--- src/hw/rtl/rid_pkg.sv ---
// rid_pkg: decode codes, lookup tables and result type for the instruction decoder
package rid_pkg;

  // mnemonic codes; the primary opcode mnemonics come first, in the order of the primary table
  typedef enum logic [7:0] {
    MN_J, MN_JAL, MN_BEQ, MN_BNE, MN_ADDIU, MN_SLTI, MN_SLTIU, MN_ANDI,
    MN_ORI, MN_XORI, MN_AUI, MN_COP0, MN_COP1, MN_COP2, MN_LB, MN_LH,
    MN_LW, MN_LBU, MN_LHU, MN_SB, MN_SH, MN_SW, MN_BC, MN_BALC,
    MN_SLL, MN_CLZ, MN_ADD, MN_TGE, MN_JALR, MN_CLO, MN_ADDU, MN_TGEU,
    MN_SUB, MN_SLT, MN_TLT, MN_SRA, MN_SUBU, MN_SLTU, MN_TLTU, MN_SLLV,
    MN_SYSCALL, MN_AND, MN_TEQ, MN_LSA, MN_BREAK, MN_OR, MN_SELEQZ, MN_SDBBP,
    MN_XOR, MN_TNE, MN_SRAV, MN_SYNC, MN_NOR, MN_SELNEZ,
    MN_BLTZ, MN_BGEZ, MN_SIGRIE, MN_SYNCI,
    MN_EXT, MN_INS, MN_PREF, MN_LL,
    MN_ADDIUPC, MN_LWPC, MN_AUIPC, MN_ALUIPC,
    MN_BITSWAP, MN_WSBH, MN_ALIGN, MN_SEB, MN_SEH,
    MN_BEQC, MN_BOVC, MN_BNEC, MN_BNVC, MN_JIC, MN_JIALC,
    MN_MUL, MN_MUH, MN_MULU, MN_MUHU, MN_DIV, MN_MOD, MN_DIVU, MN_MODU,
    MN_SRL, MN_ROTR, MN_SRLV, MN_ROTRV
  } mnem_t;

  // non-valid classes; the low three bits are the class number
  typedef enum logic [7:0] {
    CL_REMOVED = 8'hF1,
    CL_RESB    = 8'hF2,
    CL_RSTAR   = 8'hF3,
    CL_NOMOD   = 8'hF4,
    CL_DEPR    = 8'hF5,
    CL_BAD     = 8'hF6
  } cls_code_t;

  // table entries that need a second level of decode
  typedef enum logic [7:0] {
    GR_SPECIAL  = 8'hE0,
    GR_REGIMM   = 8'hE1,
    GR_POP10    = 8'hE2,
    GR_POP30    = 8'hE3,
    GR_SPECIAL3 = 8'hE4,
    GR_POP66    = 8'hE5,
    GR_POP76    = 8'hE6,
    GR_PCREL    = 8'hE7,
    GR_SRL      = 8'hE8,
    GR_SRLV     = 8'hE9,
    GR_SOP      = 8'hEA,
    GR_BSHFL    = 8'hEB
  } group_t;

  localparam logic [2:0] CLASS_VALID = 3'd0;
  localparam logic [3:0] CLASS_NIBBLE = 4'hF;

  typedef struct packed {
    logic [2:0] decode_class;
    logic [6:0] mnemonic_index;
    logic       control_transfer;
  } result_t;

  // primary opcode table
  localparam logic [7:0] TOP_TAB [0:63] = '{
    GR_SPECIAL, GR_REGIMM, MN_J, MN_JAL, MN_BEQ, MN_BNE, CL_NOMOD, CL_NOMOD,
    GR_POP10, MN_ADDIU, MN_SLTI, MN_SLTIU, MN_ANDI, MN_ORI, MN_XORI, MN_AUI,
    MN_COP0, MN_COP1, MN_COP2, CL_REMOVED, CL_REMOVED, CL_REMOVED, CL_NOMOD, CL_NOMOD,
    GR_POP30, CL_RESB, CL_RESB, CL_RESB, CL_RSTAR, CL_NOMOD, CL_NOMOD, GR_SPECIAL3,
    MN_LB, MN_LH, CL_REMOVED, MN_LW, MN_LBU, MN_LHU, CL_REMOVED, CL_RESB,
    MN_SB, MN_SH, CL_REMOVED, MN_SW, CL_RESB, CL_RESB, CL_REMOVED, CL_REMOVED,
    CL_REMOVED, CL_NOMOD, MN_BC, CL_REMOVED, CL_RESB, CL_NOMOD, GR_POP66, CL_RESB,
    CL_REMOVED, CL_NOMOD, MN_BALC, GR_PCREL, CL_RESB, CL_NOMOD, GR_POP76, CL_RESB
  };

  // special group, selected by funct
  localparam logic [7:0] SPECIAL_TAB [0:63] = '{
    MN_SLL, CL_REMOVED, GR_SRL, MN_SRA, MN_SLLV, MN_LSA, GR_SRLV, MN_SRAV,
    CL_REMOVED, MN_JALR, CL_REMOVED, CL_REMOVED, MN_SYSCALL, MN_BREAK, MN_SDBBP, MN_SYNC,
    MN_CLZ, MN_CLO, CL_REMOVED, CL_REMOVED, CL_RESB, CL_RESB, CL_RESB, CL_RESB,
    GR_SOP, GR_SOP, GR_SOP, GR_SOP, CL_RESB, CL_RESB, CL_RESB, CL_RESB,
    MN_ADD, MN_ADDU, MN_SUB, MN_SUBU, MN_AND, MN_OR, MN_XOR, MN_NOR,
    CL_RSTAR, CL_RSTAR, MN_SLT, MN_SLTU, CL_RESB, CL_RESB, CL_RESB, CL_RESB,
    MN_TGE, MN_TGEU, MN_TLT, MN_TLTU, MN_TEQ, MN_SELEQZ, MN_TNE, MN_SELNEZ,
    CL_RESB, CL_RSTAR, CL_RESB, CL_RESB, CL_RESB, CL_RSTAR, CL_RESB, CL_RESB
  };

  // regimm group, selected by rt
  localparam logic [7:0] REGIMM_TAB [0:31] = '{
    MN_BLTZ, MN_BGEZ, CL_REMOVED, CL_REMOVED, CL_RSTAR, CL_RSTAR, CL_NOMOD, CL_NOMOD,
    CL_REMOVED, CL_REMOVED, CL_REMOVED, CL_REMOVED, CL_REMOVED, CL_RSTAR, CL_REMOVED,
    CL_RSTAR,
    CL_DEPR, CL_DEPR, CL_REMOVED, CL_REMOVED, CL_RSTAR, CL_RSTAR, CL_RSTAR, MN_SIGRIE,
    CL_RSTAR, CL_RSTAR, CL_RSTAR, CL_RSTAR, CL_NOMOD, CL_NOMOD, CL_NOMOD, MN_SYNCI
  };

  // special3 group, selected by funct
  localparam logic [7:0] SPECIAL3_TAB [0:63] = '{
    MN_EXT, CL_RESB, CL_RESB, CL_RESB, MN_INS, CL_RESB, CL_RESB, CL_RESB,
    CL_NOMOD, CL_NOMOD, CL_NOMOD, CL_RSTAR, CL_NOMOD, CL_NOMOD, CL_RSTAR, CL_RSTAR,
    CL_NOMOD, CL_NOMOD, CL_NOMOD, CL_NOMOD, CL_NOMOD, CL_NOMOD, CL_NOMOD, CL_NOMOD,
    CL_NOMOD, CL_REMOVED, CL_REMOVED, CL_NOMOD, CL_NOMOD, CL_NOMOD, CL_NOMOD, CL_NOMOD,
    GR_BSHFL, CL_REMOVED, CL_REMOVED, CL_NOMOD, CL_RESB, CL_NOMOD, CL_NOMOD, CL_RESB,
    CL_NOMOD, CL_NOMOD, CL_RSTAR, CL_RSTAR, CL_NOMOD, CL_NOMOD, CL_NOMOD, CL_NOMOD,
    CL_NOMOD, CL_NOMOD, CL_RSTAR, CL_RSTAR, CL_NOMOD, MN_PREF, MN_LL, CL_RESB,
    CL_NOMOD, CL_RSTAR, CL_RSTAR, CL_NOMOD, CL_NOMOD, CL_RSTAR, CL_RSTAR, CL_RSTAR
  };

  // bshfl group, selected by shamt
  function automatic logic [7:0] bshfl_lookup(input logic [4:0] sa);
    logic [7:0] code;
    case (sa)
      5'd0:                     code = MN_BITSWAP;
      5'd2:                     code = MN_WSBH;
      5'd8, 5'd9, 5'd10, 5'd11: code = MN_ALIGN;
      5'd16:                    code = MN_SEB;
      5'd24:                    code = MN_SEH;
      default:                  code = CL_RSTAR;
    endcase
    return code;
  endfunction

  // pc-relative group, selected by rt
  function automatic logic [7:0] pcrel_lookup(input logic [4:0] rt);
    logic [7:0] code;
    if (rt < 5'd8) begin
      code = MN_ADDIUPC;
    end else if (rt < 5'd16) begin
      code = MN_LWPC;
    end else if (rt < 5'd28) begin
      code = CL_NOMOD;
    end else if (rt == 5'd30) begin
      code = MN_AUIPC;
    end else if (rt == 5'd31) begin
      code = MN_ALUIPC;
    end else begin
      code = CL_BAD;
    end
    return code;
  endfunction

  // compact branch pairs: ordered compare of rs and rt
  function automatic logic [7:0] pop_compare(input logic [4:0] rs, input logic [4:0] rt,
                                             input logic [7:0] eq, input logic [7:0] ov);
    logic [7:0] code;
    if (rs < rt && rs != 5'd0) begin
      code = eq;
    end else if (rs >= rt) begin
      code = ov;
    end else begin
      code = CL_NOMOD;
    end
    return code;
  endfunction

  // branch and jump mnemonics
  function automatic logic is_branch(input logic [7:0] code);
    logic hit;
    case (code)
      MN_J, MN_JAL, MN_JALR, MN_JIALC, MN_JIC, MN_BALC, MN_BC, MN_BEQ,
      MN_BEQC, MN_BGEZ, MN_BLTZ, MN_BNE, MN_BNEC, MN_BNVC, MN_BOVC: hit = 1'b1;
      default: hit = 1'b0;
    endcase
    return hit;
  endfunction

endpackage

--- src/hw/rtl/risc_instruction_decoder.sv ---
// risc_instruction_decoder: top level of the registered instruction classifier
//
//   channel | signals                                   | beat
//   --------+-------------------------------------------+-----------------------------
//   input   | in_valid, in_ready, instruction_word      | one 32-bit instruction
//   output  | out_valid, out_ready, decode_class,       | class, mnemonic, branch flag
//           | mnemonic_index, control_transfer          |
//
// one beat per cycle sustained while out_ready is high
// a result passes through the input register and then the result register around the table decode
// rst clears both stage valid bits; payload registers are not reset
// with out_ready low the result register holds and one more beat waits in the input register
// in_ready follows out_ready combinationally through both stages
module risc_instruction_decoder (
  input  logic        clk,
  input  logic        rst,
  input  logic        in_valid,
  output logic        in_ready,
  input  logic [31:0] instruction_word,
  output logic        out_valid,
  input  logic        out_ready,
  output logic [2:0]  decode_class,
  output logic [6:0]  mnemonic_index,
  output logic        control_transfer
);

  logic             stage_valid;
  logic             stage_ready;
  logic [31:0]      stage_word;
  rid_pkg::result_t stage_result;
  rid_pkg::result_t out_result;

  // input register
  rid_in_reg u_in_reg (
    .clk              (clk),
    .rst              (rst),
    .in_valid         (in_valid),
    .in_ready         (in_ready),
    .instruction_word (instruction_word),
    .hold_valid       (stage_valid),
    .down_ready       (stage_ready),
    .word             (stage_word)
  );

  // table decode
  rid_classify u_classify (
    .word   (stage_word),
    .result (stage_result)
  );

  // result register
  rid_out_reg u_out_reg (
    .clk        (clk),
    .rst        (rst),
    .up_valid   (stage_valid),
    .up_ready   (stage_ready),
    .up_result  (stage_result),
    .out_valid  (out_valid),
    .out_ready  (out_ready),
    .out_result (out_result)
  );

  assign decode_class     = out_result.decode_class;
  assign mnemonic_index   = out_result.mnemonic_index;
  assign control_transfer = out_result.control_transfer;

  // a non-valid class carries no mnemonic and no branch flag
  a_class_clears: assert property (@(posedge clk) disable iff (rst)
    out_valid && decode_class != rid_pkg::CLASS_VALID |->
      mnemonic_index == 7'd0 && !control_transfer)
    else $error("non-valid class with mnemonic or branch flag set");

  // codes stay inside their ranges
  a_code_range: assert property (@(posedge clk) disable iff (rst)
    out_valid |-> decode_class <= 3'd6 && mnemonic_index <= 7'd88)
    else $error("decode result out of range");

  // a ready sink never stalls the input side
  a_no_stall: assert property (@(posedge clk) disable iff (rst)
    out_ready |-> in_ready)
    else $error("input stalled while output ready");

  // an accepted beat moves through both registers to the output when the sink is ready
  a_latency: assert property (@(posedge clk) disable iff (rst)
    (in_valid && in_ready) ##1 out_ready |=> out_valid)
    else $error("accepted beat did not reach the output");

endmodule

--- src/hw/rtl/rid_in_reg.sv ---
// rid_in_reg: input register holding one instruction word beat
module rid_in_reg (
  input  logic        clk,
  input  logic        rst,
  input  logic        in_valid,
  output logic        in_ready,
  input  logic [31:0] instruction_word,
  output logic        hold_valid,
  input  logic        down_ready,
  output logic [31:0] word
);

  logic load;
  logic hold_valid_next;

  // free when empty or when the held word moves on this cycle
  assign in_ready = !hold_valid || down_ready;
  assign load     = in_valid && in_ready;
  assign hold_valid_next = load || (hold_valid && !down_ready);

  // control
  always_ff @(posedge clk) begin
    if (rst) begin
      hold_valid <= 1'b0;
    end else begin
      hold_valid <= hold_valid_next;
    end
  end

  // payload
  always_ff @(posedge clk) begin
    if (load) begin
      word <= instruction_word;
    end
  end

endmodule

--- src/hw/rtl/rid_classify.sv ---
// rid_classify: nested table decode of one instruction word into a result
module rid_classify (
  input  logic [31:0]           word,
  output rid_pkg::result_t      result
);

  logic [5:0] op;
  logic [4:0] rs;
  logic [4:0] rt;
  logic [4:0] sa;
  logic [5:0] fn;
  logic [7:0] top_code;
  logic [7:0] sub_code;
  logic [7:0] code;

  assign op = word[31:26];
  assign rs = word[25:21];
  assign rt = word[20:16];
  assign sa = word[10:6];
  assign fn = word[5:0];

  // first and second level lookup
  always_comb begin
    top_code = rid_pkg::TOP_TAB[op];
    sub_code = rid_pkg::SPECIAL_TAB[fn];
    case (top_code)
      rid_pkg::GR_SPECIAL: begin
        case (sub_code)
          rid_pkg::GR_SRL:  code = word[21] ? 8'(rid_pkg::MN_ROTR) : 8'(rid_pkg::MN_SRL);
          rid_pkg::GR_SRLV: code = word[6] ? 8'(rid_pkg::MN_ROTRV) : 8'(rid_pkg::MN_SRLV);
          rid_pkg::GR_SOP: begin
            if (sa == 5'd2 || sa == 5'd3) begin
              code = 8'(rid_pkg::MN_MUL) + {5'd0, fn[1:0], sa[0]};
            end else begin
              code = rid_pkg::CL_NOMOD;
            end
          end
          default: code = sub_code;
        endcase
      end
      rid_pkg::GR_REGIMM: code = rid_pkg::REGIMM_TAB[rt];
      rid_pkg::GR_POP10:
        code = rid_pkg::pop_compare(rs, rt, rid_pkg::MN_BEQC, rid_pkg::MN_BOVC);
      rid_pkg::GR_POP30:
        code = rid_pkg::pop_compare(rs, rt, rid_pkg::MN_BNEC, rid_pkg::MN_BNVC);
      rid_pkg::GR_SPECIAL3: begin
        if (rid_pkg::SPECIAL3_TAB[fn] == 8'(rid_pkg::GR_BSHFL)) begin
          code = rid_pkg::bshfl_lookup(sa);
        end else begin
          code = rid_pkg::SPECIAL3_TAB[fn];
        end
      end
      rid_pkg::GR_POP66: code = (rs == 5'd0) ? 8'(rid_pkg::MN_JIC) : 8'(rid_pkg::CL_NOMOD);
      rid_pkg::GR_POP76: code = (rs == 5'd0) ? 8'(rid_pkg::MN_JIALC) : 8'(rid_pkg::CL_NOMOD);
      rid_pkg::GR_PCREL: code = rid_pkg::pcrel_lookup(rt);
      default:           code = top_code;
    endcase
  end

  // split the code into class, mnemonic and branch flag
  always_comb begin
    if (code[7:4] == rid_pkg::CLASS_NIBBLE) begin
      result.decode_class     = code[2:0];
      result.mnemonic_index   = 7'd0;
      result.control_transfer = 1'b0;
    end else begin
      result.decode_class     = rid_pkg::CLASS_VALID;
      result.mnemonic_index   = code[6:0];
      result.control_transfer = rid_pkg::is_branch(code);
    end
  end

endmodule

--- src/hw/rtl/rid_out_reg.sv ---
// rid_out_reg: result register feeding the output channel
module rid_out_reg (
  input  logic             clk,
  input  logic             rst,
  input  logic             up_valid,
  output logic             up_ready,
  input  rid_pkg::result_t up_result,
  output logic             out_valid,
  input  logic             out_ready,
  output rid_pkg::result_t out_result
);

  logic load;
  logic out_valid_next;

  // take a new result when empty or when the held one is taken
  assign up_ready = !out_valid || out_ready;
  assign load     = up_valid && up_ready;
  assign out_valid_next = load || (out_valid && !out_ready);

  // control
  always_ff @(posedge clk) begin
    if (rst) begin
      out_valid <= 1'b0;
    end else begin
      out_valid <= out_valid_next;
    end
  end

  // payload
  always_ff @(posedge clk) begin
    if (load) begin
      out_result <= up_result;
    end
  end

endmodule

--- config.mk ---
export PLATFORM = sky130hd
export DESIGN_NAME = risc_instruction_decoder
export DESIGN_NICKNAME = d
export VERILOG_FILES = /design/src/hw/rtl/rid_pkg.sv /design/src/hw/rtl/risc_instruction_decoder.sv /design/src/hw/rtl/rid_in_reg.sv /design/src/hw/rtl/rid_classify.sv /design/src/hw/rtl/rid_out_reg.sv
export SDC_FILE = /design/constraint.sdc
export NUM_CORES = 1
export LEC_CHECK = 0
export CAP_MARGIN = 20
export CORE_ASPECT_RATIO = 1.2
export CORE_MARGIN = 2
export CORE_UTILIZATION = 65
export CTS_CLUSTER_DIAMETER = 200
export DETAILED_ROUTE_END_ITERATION = 10
export DONT_BUFFER_PORTS = 1
export PLACE_DENSITY = 0.83
export SYNTH_ARGS = -nofsm -noshare
export SYNTH_HDL_FRONTEND = slang
export SYNTH_HIERARCHICAL = 1
export SYNTH_SLANG_ARGS = --single-unit
--- constraint.sdc ---
create_clock -name clk -period 4.9 [get_ports clk]
set_input_delay 0.49 -clock clk [delete_from_list [all_inputs] [get_ports clk]]
set_output_delay 0.49 -clock clk [all_outputs]
set_load 0.1 [all_outputs]
# Yosys cells after proc, flatten, opt, wreduce, memory -nomap -nowiden

Memory sizes are Yosys's and may differ from the RTL's. A register that Yosys moved wholly into a read port is not among the register bits.
Index checks and enable logic that the tools add are counted.

Add/sub/neg operators: 1
Bitwise logic cells: 3
Order comparisons: 8
Reductions and logical operators: 18
Mux-type cells: 27
Equal/unequal tests: 31

Operator list:

| operator                                                               | number |
|---|---|
| 8-bit 2-to-1 mux                                                       | 21 |
| 8-bit equality test (second input constant)                            | 12 |
| 8-bit one-hot mux with 8 select lines                                  | 1 |
| 8-bit by 7-bit equality test with 1-bit output (second input constant) | 6 |
| 8-bit by 5-bit equality test with 1-bit output (second input constant) | 3 |
| 8-bit one-hot mux with 3 select lines                                  | 1 |
| 8-bit by 2-bit equality test with 1-bit output (second input constant) | 2 |
| 8-bit by 6-bit equality test with 1-bit output (second input constant) | 2 |
| 15-bit OR reduction                                                    | 1 |
| 7-bit greater-or-equal comparator (second input constant)              | 2 |
| 6-bit NOT with 7-bit output                                            | 2 |
| 5-bit by 2-bit equality test with 1-bit output (second input constant) | 2 |
| 5-bit equality test (second input constant)                            | 2 |
| 5-bit < comparator (second input constant)                             | 2 |
| 7-bit by 3-bit adder with 8-bit output (first input constant)          | 1 |
| 8-bit by 1-bit equality test with 1-bit output (second input constant) | 1 |
| 8-bit zero test                                                        | 1 |
| 6-bit greater-or-equal comparator (second input constant)              | 1 |
| 5-bit NOT with 6-bit output                                            | 1 |
| 5-bit greater-or-equal comparator                                      | 1 |
| 1-bit logical AND                                                      | 5 |
| 5-bit zero test                                                        | 1 |
| 1-bit logical OR                                                       | 5 |
| 5-bit by 4-bit < comparator with 1-bit output (second input constant)  | 1 |
| 8 further kinds                                                        | 11 |

Word-level logic and storage cells: 99
Register bits: 45
Bits in read-only memories: 1984
Memories kept: 5

Memories:

| name             | depth | bits a word | read ports | clocked after memory_dff | write ports | RTL line           | text |
|---|---|---|---|---|---|---|---|
| (name not given) | 64    | 8           | 1          | 0                        | 0           | rid_classify.sv:47 | `if (rid_pkg::SPECIAL3_TAB[fn] == 8'(rid_pkg::GR_BSHFL)) begin` |
| (name not given) | 64    | 8           | 1          | 0                        | 0           | rid_classify.sv:24 | `top_code = rid_pkg::TOP_TAB[op];` |
| (name not given) | 64    | 8           | 1          | 0                        | 0           | rid_classify.sv:25 | `sub_code = rid_pkg::SPECIAL_TAB[fn];` |
| (name not given) | 32    | 8           | 1          | 0                        | 0           | rid_classify.sv:41 | `rid_pkg::GR_REGIMM: code = rid_pkg::REGIMM_TAB[rt];` |
| (name not given) | 32    | 6           | 1          | 1                        | 0           | rid_pkg.sv:105     | `case (sa)` |

# Longest topological paths before layout

Depth after elaboration: 10
Gate-level depth with buffers: 16
Depth with buffers taken out: 12

# By module

The synthesis kept the hierarchy.

By module, submodules not included:

| module       | cells each | area an instance (um^2) | instances |
|---|---|---|---|
| rid_classify | 441        | 3229.3                  | 1 |
| rid_in_reg   | 37         | 1016.0                  | 1 |
| rid_out_reg  | 16         | 385.4                   | 1 |

# Worst setup path after synthesis

OpenSTA, ideal clock, no wires.

Path type: register -> register
Start: register u_in_reg.word[1]
End: register, netlist name u_out_reg/out_result[10]
Slack: 1.628 ns
Arrival time: 3.020 ns
Stages on the path, launching flop included: 13
Path buffers: 1
Cells stage by stage: edfxtp_1 > inv_1 > ha_1 > or2_0 > a21o_1 > mux4_2 > o211a_4 > o221ai_1 > nand2_1 > or2_1 > and3b_1 > buf_4 > and2_4

Word-level cells in the longest chain between the ends: 8
Elaborated cells on any way between the ends: 17
Classes of those cells: add/sub (1); eq/ne (5); mux (8); bitwise (1); memory (2)

RTL lines:

| item                                                                      | RTL line                                                   | text |
|---|---|---|
| from (decl)                                                               | rid_in_reg.sv:10                                           | `output logic [31:0] word` |
| from (signal assigned)                                                    | rid_in_reg.sv:33                                           | `word <= instruction_word;` |
| 6-bit NOT with 7-bit output (implied by the code)                         | rid_classify.sv:25, rid_classify.sv:47, rid_classify.sv:50 |  |
| memory 64 x 8 bit (on tied branches)                                      | -                                                          |  |
| 8-bit 2-to-1 mux (on tied branches) (2 in a row)                          | rid_classify.sv:25, rid_classify.sv:47                     |  |
| 8-bit equality test (on tied branches)                                    | rid_classify.sv:28, rid_classify.sv:47                     |  |
| 8-bit one-hot mux with 3 select lines or 8-bit 2-to-1 mux (tied branches) | rid_classify.sv:28, rid_classify.sv:47                     |  |
| 8-bit one-hot mux with 8 select lines *                                   | rid_classify.sv:26                                         | `case (top_code)` |
| 4-bit equality test                                                       | rid_classify.sv:62                                         | `if (code[7:4] == rid_pkg::CLASS_NIBBLE) begin` |

Every way passes the cells marked *; elsewhere a longest branch is shown, timed or not. The select of a mux whose other input is x is not followed.
A chain may end at the register's enable or synchronous reset.

# Worst setup path after layout

Start: register u_in_reg.word[28]
End: register, netlist name u_out_reg/out_result[0]

Word-level cells in the longest chain between the ends: 9
Elaborated cells on any way between the ends: 31
Classes of those cells: eq/ne (23); mux (4); bitwise (1); reduce/logical (2); memory (1)

RTL lines:

| item                                                                   | RTL line           | text |
|---|---|---|
| 6-bit NOT with 7-bit output (implied by the code) *                    | rid_classify.sv:24 |  |
| memory 64 x 8 bit *                                                    | -                  |  |
| 8-bit 2-to-1 mux (implied by the code) * (2 in a row)                  | rid_classify.sv:24 |  |
| 8-bit equality test                                                    | rid_classify.sv:26 |  |
| 8-bit one-hot mux with 8 select lines *                                | rid_classify.sv:26 |  |
| 8-bit by 1-bit equality test with 1-bit output (tied with other cells) | rid_pkg.sv:152     | `case (code)` |
| 15-bit OR reduction                                                    | rid_pkg.sv:152     |  |
| 1-bit 2-to-1 mux                                                       | rid_pkg.sv:152     |  |

Marks and branches as above.

==> results.yml <==
worst_setup_path:
  worstPathMaxFanout: 24
  start_kind: "register"
  critical_path_required_ns: 4.95
  critPathTopFamily: "simple AND/OR/NAND/NOR gates"
  path_cells: "inv_1, ha_1, o221ai_1, a21oi_4, or3_1, nor4_4, nand2_1, a41o_1, nor3b_1, a211oi_2, a22oi_2"
  worst-path-buf-inv: 1
  critPathMaxStageDelay_ns: 0.87
  end_kind: "register"
  crit_slowest_cell: "sky130_fd_sc_hd__edfxtp_1"
  crit_type: "register to register"
  worst-endpoint-arrival_ns: 4.04
timing:
  setup_slack_ns: 0.9104
  worst-slew-pin-transition_ns: 1.034
  achievable-frequency_mhz: 250.6
  setup_violations: 0
  timing.hold.ws_ns: 0.2436
  setup-tns-final_ns: 0
  rsz0062_at_grt: "false"
  fin_worst_skew_ns: 0.005252
  fin_crit_sh_pct: 81.42
  finalMaxSlewViolations: 0
  max_slew_margin_pct: 30.96
  hold_viol_final: 0
  period_needed_ns: 3.990
clocking:
  inserted_clock_buffers: 5
  insertion_delay_ns: 0.30
  cts.reportedPaths.clkPinSlew_ns: 0.08
  tritoncts_num_sinks: 40
  cts_setup_buffers: 0
  cts_max_level: 2
  ctsRootBufferMaster: "sky130_fd_sc_hd__clkbuf_8"
  cts-hold-fix-buffers: 0
  post_cts_resize_count: 0
  cts.path.max_buffers: 2
  tritoncts_clock_tree: "done"
pwr:
  total_switching_power_mw: 0.4359
  power.internal_mw: 0.7093
  gate_power_share_pct: 31.3
  power_frac_seq_pct: 44.0
  power_frac_clock_pct: 24.7
  vdd.ir_drop.worst_mv: 0.1733
  p_total_mw: 1.145
  powerDensity_mw_per_mm2: 254.4
  leakagePower_nw: 1.628
  sw_frac_of_total_pct: 38.06
synthesis:
  yosys_warnings: 6
  postSynthNetCount: 557
  postSynthCellCount: 489
  syn_area_per_cell_um2: 9.163
  post_synth_instance_area_mm2: 0.004481
placed_design:
  io_port_bufs: 0
  placement.setup.worst_slack_ns: 0.9551
  placement_stage_cell_area_mm2: 0.004380
  gp_congestion: 0.9384
  place_inst: 549
  dp_hpwl_um: 7522
cells_and_area:
  fraction_of_final_layout_cells_with_drive_strength_greater_than_1_pct: 12.77
  final_util_pct: 66.48
  finish.net_count: 537
  insertedDiodeCount: 0
  syn_to_final_growth_pct: 0.4748
  design_area_mm2: 0.004502
  fin_cells: 557
global_routing:
  globalRouteTotalUtil_pct: 27.60
  initial_antenna_violation_count: 0
  grt_first_pass_wirelength_um: 16400
  grt_start_max_net_pins: 35
  vias_in_the_first_global_route: 3427
  grt.overflow.total: 0
run_status:
  run_status: "finished clean"
detailed_routing:
  drc_errors: 0
  antenna_left: 0
  drt-total-wl_um: 10160
  dr.pass1.iters: 5
  dr_total_vias: 3766
  via_per_inst: 6.761
  routedWlPerCell_um: 18.24
  first_iter_violations: 209
die:
  io-pin-count: 49
  dieWidth_um: 79.79
  initial_core_util_pct: 66.17
  fp.dieArea_mm2: 0.007576
  fp.dieH_um: 94.95
  floorplan.rows: 33
  floorplan.core_area_mm2: 0.006771
hold_path:
  hold_class: "input pin to register"
flow_run:
  maximum_capacitance_violations: 0
## cell usage in the layout (no fill, tap or decap), types with 4 or more instances in the layout
master,instances
sky130_fd_sc_hd__o221ai_1,6
sky130_fd_sc_hd__o2bb2ai_1,4
sky130_fd_sc_hd__inv_1,25
sky130_fd_sc_hd__nor2b_1,16
sky130_fd_sc_hd__ha_1,32
sky130_fd_sc_hd__nand2_1,40
sky130_fd_sc_hd__a21oi_1,23
sky130_fd_sc_hd__clkbuf_8,6
sky130_fd_sc_hd__o22ai_1,6
sky130_fd_sc_hd__nand4_1,7
sky130_fd_sc_hd__o2111ai_1,6
sky130_fd_sc_hd__and2_1,8
sky130_fd_sc_hd__and3_1,8
sky130_fd_sc_hd__nand3_1,20
sky130_fd_sc_hd__a211oi_1,8
sky130_fd_sc_hd__o211ai_1,10
sky130_fd_sc_hd__nand2b_1,15
sky130_fd_sc_hd__a31oi_1,7
sky130_fd_sc_hd__o21ai_0,18
sky130_fd_sc_hd__edfxtp_1,38
sky130_fd_sc_hd__nor3_1,10
sky130_fd_sc_hd__nor2_1,31
sky130_fd_sc_hd__o31ai_1,5
sky130_fd_sc_hd__nand3b_1,6
## power by group through the flow
stage | Combinational (mW) | Clock (mW) | Sequential, mW
after detailed placement | 0.348 | 0 | 0.511
final | 0.359 | 0.283 | 0.503
after floorplan | 0.320 | 0 | 0.487
after CTS | 0.351 | 0.292 | 0.504
after global routing | 0.390 | 0.305 | 0.510
after global placement | 0.341 | 0 | 0.509
## state kept, by name (all words and copies together) (netlist names)
| name | cells |
|---|---|
| u_out_reg/out_valid | 1 |
| u_in_reg/hold_valid | 1 |
| u_out_reg/out_result | 11 |
| u_in_reg/word | 27 |
## metal layers
layer	wire, µm	global-route usage (%)	share of wire, %	vias up
met3	516	4.302	5.1	30
met5	0	0	0	-
met4	366	13.56	3.6	0
met2	5052	46.01	50	163
met1	4225	34.73	42	1760
li1	-	-	-	1813
## final cells by class
| type | instances | area (µm²) |
|---|---|---|
| timing repair buffer | 2 | 15.01 |
| tap | 87 | 108.9 |
| sequential | 40 | 1181 |
| clock buffer | 6 | 82.58 |
| inverter | 27 | 101.3 |
| clock inverter | 2 | 38.79 |
| multi-input combinational | 393 | 2974 |
| fill | 578 | 2270 |
## path summary, 6_finish.rpt
kind,startpoint,to,slack (ns),cells past startpoint
worst max register to register,u_in_reg/word[28],u_out_reg/out_result[0],0.91,11
worst max-delay path,u_in_reg/word[28],u_out_reg/out_result[0],0.91,11
worst min register to register,u_in_reg/hold_valid,u_out_reg/out_valid,0.50,2
worst min-delay path,rst,u_out_reg/out_valid,0.24,1
(Power assumes the default switching activity.)
